[src/sv/tccw_pkg.sv]
package tccw_pkg;

    localparam int CELL_W = 16;

    // input kinds carried on s_tuser
    localparam logic CMD_PUT  = 1'b0;
    localparam logic CMD_READ = 1'b1;

    localparam logic [7:0] BLANK_CHAR   = 8'h20;
    localparam logic [7:0] NEWLINE_CHAR = 8'h0A;
    localparam logic [7:0] RESET_COLOR  = 8'h07;

    // one result item as the sequencer hands it to the output register
    typedef struct packed {
        logic              valid;
        logic [CELL_W-1:0] read_data;
        logic [4:0]        cursor_row;
        logic [6:0]        cursor_col;
    } tccw_result_t;

endpackage

[src/sv/tccw_ctrl.sv]
module tccw_ctrl
    import tccw_pkg::*;
#(
    parameter int COLUMNS = 80,
    parameter int ROWS    = 25
) (
    input  logic                                 aclk,
    input  logic                                 aresetn,
    input  logic                                 in_valid,
    output logic                                 in_ready,
    input  logic                                 in_cmd,
    input  logic [7:0]                           in_char,
    input  logic [10:0]                          in_addr,
    input  logic [7:0]                           text_color,
    input  logic                                 slot_free,
    output logic                                 mem_we,
    output logic [$clog2(ROWS*COLUMNS)-1:0]      mem_waddr,
    output logic [CELL_W-1:0]                    mem_wdata,
    output logic                                 mem_re,
    output logic [$clog2(ROWS*COLUMNS)-1:0]      mem_raddr,
    input  logic [CELL_W-1:0]                    mem_rdata,
    output tccw_result_t                         res
);

    localparam int unsigned CELL_COUNT = ROWS * COLUMNS;
    localparam int AW  = $clog2(CELL_COUNT);
    localparam int CW  = $clog2(CELL_COUNT + 1);
    localparam int RW  = $clog2(ROWS + 1);
    localparam int CLW = $clog2(COLUMNS + 1);
    localparam int KEEP = (ROWS - 1) * COLUMNS;

    typedef enum logic [2:0] {
        ST_CLEAR,
        ST_IDLE,
        ST_PUT,
        ST_SCROLL,
        ST_FILL,
        ST_RD_DATA,
        ST_OUT_WAIT
    } state_t;

    state_t         state_reg, state_next;
    logic [RW-1:0]  row_reg, row_next;
    logic [CLW-1:0] col_reg, col_next;
    logic [CW-1:0]  cnt_reg, cnt_next;
    logic           pend_reg, pend_next;
    logic [7:0]     char_reg, char_next;
    logic           addr_ok_reg, addr_ok_next;

    logic           wrap;
    logic [RW-1:0]  row_w;
    logic [CLW-1:0] col_w;
    logic           addr_ok;

    assign wrap    = (col_reg >= CLW'(COLUMNS));
    assign row_w   = wrap ? row_reg + RW'(1) : row_reg;
    assign col_w   = wrap ? '0 : col_reg;
    assign addr_ok = (32'(in_addr) < CELL_COUNT);

    always_comb begin
        state_next   = state_reg;
        row_next     = row_reg;
        col_next     = col_reg;
        cnt_next     = cnt_reg;
        pend_next    = 1'b0;
        char_next    = char_reg;
        addr_ok_next = addr_ok_reg;
        in_ready     = 1'b0;
        mem_we       = 1'b0;
        mem_waddr    = '0;
        mem_wdata    = '0;
        mem_re       = 1'b0;
        mem_raddr    = '0;
        res          = '0;

        case (state_reg)
            ST_CLEAR: begin
                mem_we    = 1'b1;
                mem_waddr = cnt_reg[AW-1:0];
                mem_wdata = {RESET_COLOR, BLANK_CHAR};
                cnt_next  = cnt_reg + CW'(1);
                if (cnt_reg == CW'(CELL_COUNT - 1)) begin
                    state_next = ST_IDLE;
                end
            end
            ST_IDLE: begin
                in_ready = 1'b1;
                if (in_valid) begin
                    if (in_cmd == CMD_READ) begin
                        mem_re       = addr_ok;
                        mem_raddr    = AW'(in_addr);
                        addr_ok_next = addr_ok;
                        state_next   = ST_RD_DATA;
                    end else begin
                        char_next  = in_char;
                        state_next = ST_PUT;
                    end
                end
            end
            ST_PUT: begin
                if (row_w >= RW'(ROWS)) begin
                    // overflow past the last row: scroll first, then come back
                    row_next   = RW'(ROWS - 1);
                    col_next   = col_w;
                    cnt_next   = CW'(COLUMNS);
                    state_next = ST_SCROLL;
                end else begin
                    if (char_reg == NEWLINE_CHAR) begin
                        row_next = row_w + RW'(1);
                        col_next = '0;
                    end else begin
                        mem_we    = 1'b1;
                        mem_waddr = AW'(row_w * COLUMNS + col_w);
                        mem_wdata = {text_color, char_reg};
                        row_next  = row_w;
                        col_next  = col_w + CLW'(1);
                    end
                    if (slot_free) begin
                        res.valid      = 1'b1;
                        res.cursor_row = 5'(row_next);
                        res.cursor_col = 7'(col_next);
                        state_next     = ST_IDLE;
                    end else begin
                        state_next = ST_OUT_WAIT;
                    end
                end
            end
            ST_SCROLL: begin
                // read one row ahead, write the previous read one row up
                if (cnt_reg < CW'(CELL_COUNT)) begin
                    mem_re    = 1'b1;
                    mem_raddr = cnt_reg[AW-1:0];
                    pend_next = 1'b1;
                    cnt_next  = cnt_reg + CW'(1);
                end
                if (pend_reg) begin
                    mem_we    = 1'b1;
                    mem_waddr = AW'(cnt_reg - CW'(COLUMNS + 1));
                    mem_wdata = mem_rdata;
                end
                if (cnt_reg == CW'(CELL_COUNT)) begin
                    cnt_next   = CW'(KEEP);
                    state_next = ST_FILL;
                end
            end
            ST_FILL: begin
                mem_we    = 1'b1;
                mem_waddr = cnt_reg[AW-1:0];
                mem_wdata = {text_color, BLANK_CHAR};
                cnt_next  = cnt_reg + CW'(1);
                if (cnt_reg == CW'(CELL_COUNT - 1)) begin
                    state_next = ST_PUT;
                end
            end
            ST_RD_DATA: begin
                if (slot_free) begin
                    res.valid      = 1'b1;
                    res.read_data  = addr_ok_reg ? mem_rdata : '0;
                    res.cursor_row = 5'(row_reg);
                    res.cursor_col = 7'(col_reg);
                    state_next     = ST_IDLE;
                end
            end
            ST_OUT_WAIT: begin
                if (slot_free) begin
                    res.valid      = 1'b1;
                    res.cursor_row = 5'(row_reg);
                    res.cursor_col = 7'(col_reg);
                    state_next     = ST_IDLE;
                end
            end
            default: begin
                state_next = ST_IDLE;
            end
        endcase
    end

    always_ff @(posedge aclk) begin
        if (!aresetn) begin
            state_reg <= ST_CLEAR;
            row_reg   <= '0;
            col_reg   <= '0;
            cnt_reg   <= '0;
            pend_reg  <= 1'b0;
        end else begin
            state_reg <= state_next;
            row_reg   <= row_next;
            col_reg   <= col_next;
            cnt_reg   <= cnt_next;
            pend_reg  <= pend_next;
        end
        char_reg    <= char_next;
        addr_ok_reg <= addr_ok_next;
    end

    a_cursor_bounds: assert property (@(posedge aclk) disable iff (!aresetn)
        (row_reg <= RW'(ROWS)) && (col_reg <= CLW'(COLUMNS)))
        else $error("cursor beyond pending wrap or overflow position");

    a_no_write_idle: assert property (@(posedge aclk) disable iff (!aresetn)
        (state_reg == ST_IDLE) |-> !mem_we)
        else $error("cell store written while idle");

    a_copy_no_clash: assert property (@(posedge aclk) disable iff (!aresetn)
        (mem_we && mem_re) |-> (mem_waddr != mem_raddr))
        else $error("scroll copy reads and writes the same cell");

    a_result_ends_item: assert property (@(posedge aclk) disable iff (!aresetn)
        res.valid |=> (state_reg == ST_IDLE))
        else $error("result issued without returning to idle");

endmodule

[config.mk]
export PLATFORM = sky130hd
export DESIGN_NAME = tccw_ctrl
export DESIGN_NICKNAME = d
export VERILOG_FILES = /design/src/sv/tccw_pkg.sv /design/src/sv/tccw_ctrl.sv
export SDC_FILE = /design/constraint.sdc
export NUM_CORES = 1
export LEC_CHECK = 0
export BUFFER_PORTS_ARGS = -buffer_cell sky130_fd_sc_hd__buf_2
export CAP_MARGIN = 5
export CORE_ASPECT_RATIO = 0.5
export CORE_UTILIZATION = 52
export DETAILED_ROUTE_END_ITERATION = 16
export PLACE_DENSITY = 0.82
export SYNTH_ARGS = -nofsm -noshare
export SYNTH_HDL_FRONTEND = slang
export SYNTH_SLANG_ARGS = --single-unit
export TNS_END_PERCENT = 30
[constraint.sdc]
create_clock -name aclk -period 5.8 [get_ports aclk]
set_clock_uncertainty 0.05 [all_clocks]
set_input_delay 1.16 -clock aclk [delete_from_list [all_inputs] [get_ports aclk]]
set_output_delay 1.16 -clock aclk [all_outputs]
set_load 0.05 [all_outputs]
# Word level (Yosys, flattened, before mapping)
# Cells that the tools add are included.
# totals
input_bits	48
output_inout_bits	70
register_bits	36
word_cells	94
# classes
n_addsub	6
bitwise	1
mul	1
magnitude_cmp	4
reduce_logical	9
muxes	50
n_eq_ne	16
# op_table
operator	count
two-way mux 11 bit	9
two-way mux 16 bit	5
case mux 11 bit (3 select lines)	2
case mux 16 bit (4 select lines)	1
two-way mux 12 bit	3
case mux 12 bit (3 select lines)	1
two-way mux 29 bit	1
two-way mux 3 bit	8
equality test 11 bit (second input constant)	2
< comparator 11 bit (second input constant)	2
case mux 11 bit (2 select lines)	1
two-way mux 7 bit	3
case mux 3 bit (6 select lines)	1
two-way mux 5 bit	3
adder 11 x 1 -> 11 bit (second input constant)	1
adder 11 x 7 -> 11 bit	1
subtractor 11 x 7 -> 11 bit (second input constant)	1
adder 5 x 1 -> 5 bit (second input constant)	2
inequality test 2 bit (second input constant)	5
equality test 3 bit (second input constant)	3
two-way mux 1 bit	9
AND reduction 3 bit	3
equality test 8 x 4 -> 1 bit (second input constant)	1
adder 7 x 1 -> 7 bit (second input constant)	1
other kinds (15)	18

# Longest topological paths before layout
# logic_depth
depth_word	7
depth_mapped	14
mapped_depth_nobuf	13

# Worst setup path before layout
# OpenSTA, ideal clock, no wires.
# synth_timing
kind	register -> output
from	register col_reg[6]
to	output port mem_waddr[10]
slack_ns	0.388
path_stages_with_launch	15
n_path_buf	1
arrival_ns	4.202
cell_sequence	dfxtp_1 -> buf_2 -> o21a_1 -> mux2i_1 -> inv_1 -> ha_1 -> ha_1 -> inv_1 -> fa_1 -> nor2b_1 -> o21ai_0 -> a2111oi_0 -> o21ai_0 -> xnor2_1 -> o21ai_0
# synth_via
elab_chain_len	7
elab_cells_between_ends	9
cone_classes	1 x add/sub; 1 x mul; 2 x order compare; 5 x mux
# synth_rtl
item	line_no	rtl
start, declared	tccw_ctrl.sv:44	logic [CLW-1:0] col_reg, col_next;
start signal, assigned	tccw_ctrl.sv:188	col_reg <= col_next;
greater-or-equal comparator 7 bit	tccw_ctrl.sv:55	assign wrap = (col_reg >= CLW'(COLUMNS));
two-way mux 5 bit	tccw_ctrl.sv:56	assign row_w = wrap ? row_reg + RW'(1) : row_reg;
multiplier 5 x 3 -> 7 bit	tccw_ctrl.sv:113	mem_waddr = AW'(row_w * COLUMNS + col_w);
adder 11 x 7 -> 11 bit	tccw_ctrl.sv:113	
two-way mux 11 bit	tccw_ctrl.sv:108	if (char_reg == NEWLINE_CHAR) begin
two-way mux 11 bit (*)	tccw_ctrl.sv:101	if (row_w >= RW'(ROWS)) begin
case mux 11 bit (3 select lines) (*)	tccw_ctrl.sv:76	case (state_reg)
end, declared	tccw_ctrl.sv:17	output logic [$clog2(ROWS*COLUMNS)-1:0] mem_waddr,
# Every way passes the cells marked *; elsewhere a longest branch is shown, timed or not.

# Worst setup path after layout
# layout_timing
from	register col_reg[4]
to	output port mem_waddr[10]
# The elaborated chain is that of the path after synthesis.

==> impl_metrics.csv <==
group,metric,value,unit
clock_network,cts-resized-gates,0,
detailed_routing,top_layer_used,"met4",
power_and_ir_drop,powerDensity,276,mW/mm^2
status,status,"complete, no violations",
clock_network,cts_buffer_depth,2,
clock_network,cts_setup_buffers,0,
power_and_ir_drop,p_leak,1.92,nW
place,io_buffers,117,
yosys,async_flop_share,0,%
worst_setup_path,max_stage_delay,0.51,ns
floorplanning,core_area,0.00673,sq mm
yosys,synth_top_area_cell,"dfxtp_1",
detailed_routing,drt_wl_total,11.5,mm
yosys,yosys_warnings,0,
place,hpwl,8.48,mm
clock_network,clock_latency,0.28,ns
place,post-place-ws,0.512,ns
global_routing,grt_start_max_net_pins,28,
yosys,synth.most_common_cell,"nand2_1",
sta,finalCriticalPeriod,5.46,ns
detailed_routing,wl_met3,940,um
detailed_routing,vias_per_cell,6.19,
clock_network,cts_buffers,5,
yosys,synthCells,480,
worst_setup_path,path_cells,"o21a_1 -> mux2i_4 -> inv_1 -> ha_1 -> ha_1 -> inv_1 -> fa_1 -> nor2b_1 -> o21ai_0 -> a2111oi_2 -> o21ai_0 -> xnor2_1 -> o21ai_0 -> buf_2",
clock_network,cts_max_level,2,
clock_network,clk_pin_slew_worst_paths,0.06,ns
sta,setup_viol,0,
detailed_routing,drc,0,
yosys,synth_top_area_share,14.8,%
worst_setup_path,crit_type,"reg -> out",
yosys,synth_edf_count,9,
yosys,seq_area_frac_synth,22.3,%
worst_setup_path,required,4.59,ns
detailed_routing,vias,4093,
global_routing,grt_pass1_wl,17.1,mm
yosys,ys_types,75,
global_routing,grt-ovfl-total,0,
power_and_ir_drop,max-vdd-ir-drop,0.000150,V
cells_and_area,n_antenna_cell,0,
worst_setup_path,critPathArrivalTime,4.25,ns
sta,rsz0062_at_grt,"false",
worst_setup_path,cp.buffers_inverters,3,
cells_and_area,nets,633,
global_routing,grt_usage,29.8,%
floorplanning,row_count,21,
worst_setup_path,crit_slowest_cell,"dfxtp_1",
cells_and_area,nFillCells,601,
run,drv_cap,0,
yosys,yosys_register_bits,36,
clock_network,cts_hold_buf,0,
worst_setup_path,crit_fanout,10,
sta,hold_viol_final,0,
yosys,synthTopCellsByCount,"65 x nand2_1, 42 x nor2_1, 27 x dfxtp_1",
floorplanning,die_w,120,um
floorplanning,design.portCount,118,
worst_setup_path,cp_common_cell,"o21ai_0",
detailed_routing,wl_met1,5.10,mm
detailed_routing,drtAntennaViolNets,0,
floorplanning,die_area,0.00737,sq mm
worst_setup_path,path_delay_family,"compound AO/OA/AOI/OAI gates",
global_routing,grt_pass1_vias,3574,
detailed_routing,wl_per_cell,17.4,um
global_routing,antenna_found_initial,0,
cells_and_area,syn2layout_area_growth,20.0,%
cells_and_area,largest_register_ffs,11,
worst_setup_path,end_kind,"output pin",
worst_setup_path,critPathLaunchType,"flop",
sta,drv_slew,0,
detailed_routing,met2_wirelength,5.27,mm
sta,setup_slack,0.341,ns
sta,tightest_slew,1.14,ns
sta,fin_tns_setup,0,ns
clock_network,cts-root-buf,"clkbuf_16",
sta,layout_worst_path_cycle_share,94.1,%
yosys,syn_avg_cell_area,7.59,sq um
clock_network,cts_tree,"yes",
clock_network,cts.sinks,36,
yosys,synth_area_leaders,"dfxtp_1 15%, edfxtp_1 7.4%, nand2_1 6.7%",
hold_path,hold_class,"reg -> reg",
floorplanning,die_y,61.2,um
yosys,ys.flop_type,"dfxtp_1",
sta,fmax,183,MHz
floorplanning,initial_core_util,54.2,%
detailed_routing,first_pass_iters,7,
sta,slew_headroom,23.9,%
yosys,netlist_area,0.00364,sq mm
yosys,synth_fp_nets,545,
cells_and_area,drive_gt1_share,27.9,%
place,gp_congestion,0.949,
detailed_routing,drtIter0Drc,366,
[final timing paths]
check	depth (start not counted)	to	start	slack (ns)
worst max-delay path	14	mem_waddr[10]	col_reg[4]	0.34
worst min-delay path	1	col_reg[0]	col_reg[0]	0.46
worst max register to register	7	cnt_reg[0]	col_reg[4]	2.85
worst min register to register	1	col_reg[0]	col_reg[0]	0.46
[cell usage in the layout (no fill, tap or decap), types with 5 or more instances in the layout]
cell	instances
nand3_1	16
a22oi_1	6
and2_1	22
a21oi_1	20
nor2_1	42
o211ai_1	5
xor2_1	6
nand2_1	65
a31oi_1	6
buf_2	117
o21ai_0	24
ha_1	15
a22o_1	23
nor2b_1	6
a211oi_1	5
dfxtp_1	27
a21oi_2	5
xnor2_1	9
nor3_1	7
edfxtp_1	9
inv_1	17
o221ai_1	6
a221o_1	5
clkbuf_16	5
[power by group]
group	internal [mW]	switching, mW
Clock	0.202	0.107
Combinational	0.160	0.394
Sequential	0.283	0.0615
Total	0.646	0.562
[layout make-up]
| type | instances | area (sq um) | share of cell area (%) |
|---|---|---|---|
| timing repair buffer | 121 | 616 | 14.1 |
| clock inverter | 2 | 35.0 | 0.801 |
| inverter | 17 | 63.8 | 1.46 |
| sequential | 36 | 811 | 18.5 |
| multi-input combinational | 387 | 2600 | 59.5 |
| tap | 92 | 115 | 2.63 |
| clock buffer | 6 | 129 | 2.95 |
[cells by family after synthesis]
group,synth area share (%)
muxes,1.10
AOI/OAI and AO/OA,32.8
xor gates and xnor gates,4.29
buffers and inverters,7.01
adders and majority gates,6.25
and+or+nand+nor,26.3
DFF,22.3
[layer usage]
layer | GRT usage [%] | vias to the layer above
met1 | 39.4 | 1939
li1 | - | 1936
met3 | 4.81 | 16
met2 | 50.9 | 202
met4 | 10.6 | 0
met5 | 0 | -
[worst register-to-register path, cell delays in order, from the launching register on]
cell and delay [ns]:
dfxtp_1 0.51, o21a_1 0.35, mux2i_4 0.13, ha_1 0.25, or3_4 0.44, a21oi_4 0.60, nor2_1 0.25, o31ai_1 0.28
[stage by stage]
step / cells / instance area, sq um / total power [mW] / hold slack, ns / util (%)
after detailed placement: 653 / 4180 / 0.891 / 0.432 / 62.2
final: 661 / 4370 / 1.21 / 0.465 / 65.0
after global routing: 661 / 4370 / 1.26 / 0.481 / 65.0
after global placement: 653 / 4180 / 0.885 / 0.426 / 62.2
after floorplan: 480 / 3640 / 0.761 / 0.409 / -
after CTS: 661 / 4350 / 1.20 / 0.445 / 64.6
No activity file was read; power rests on OpenSTA's default activity.
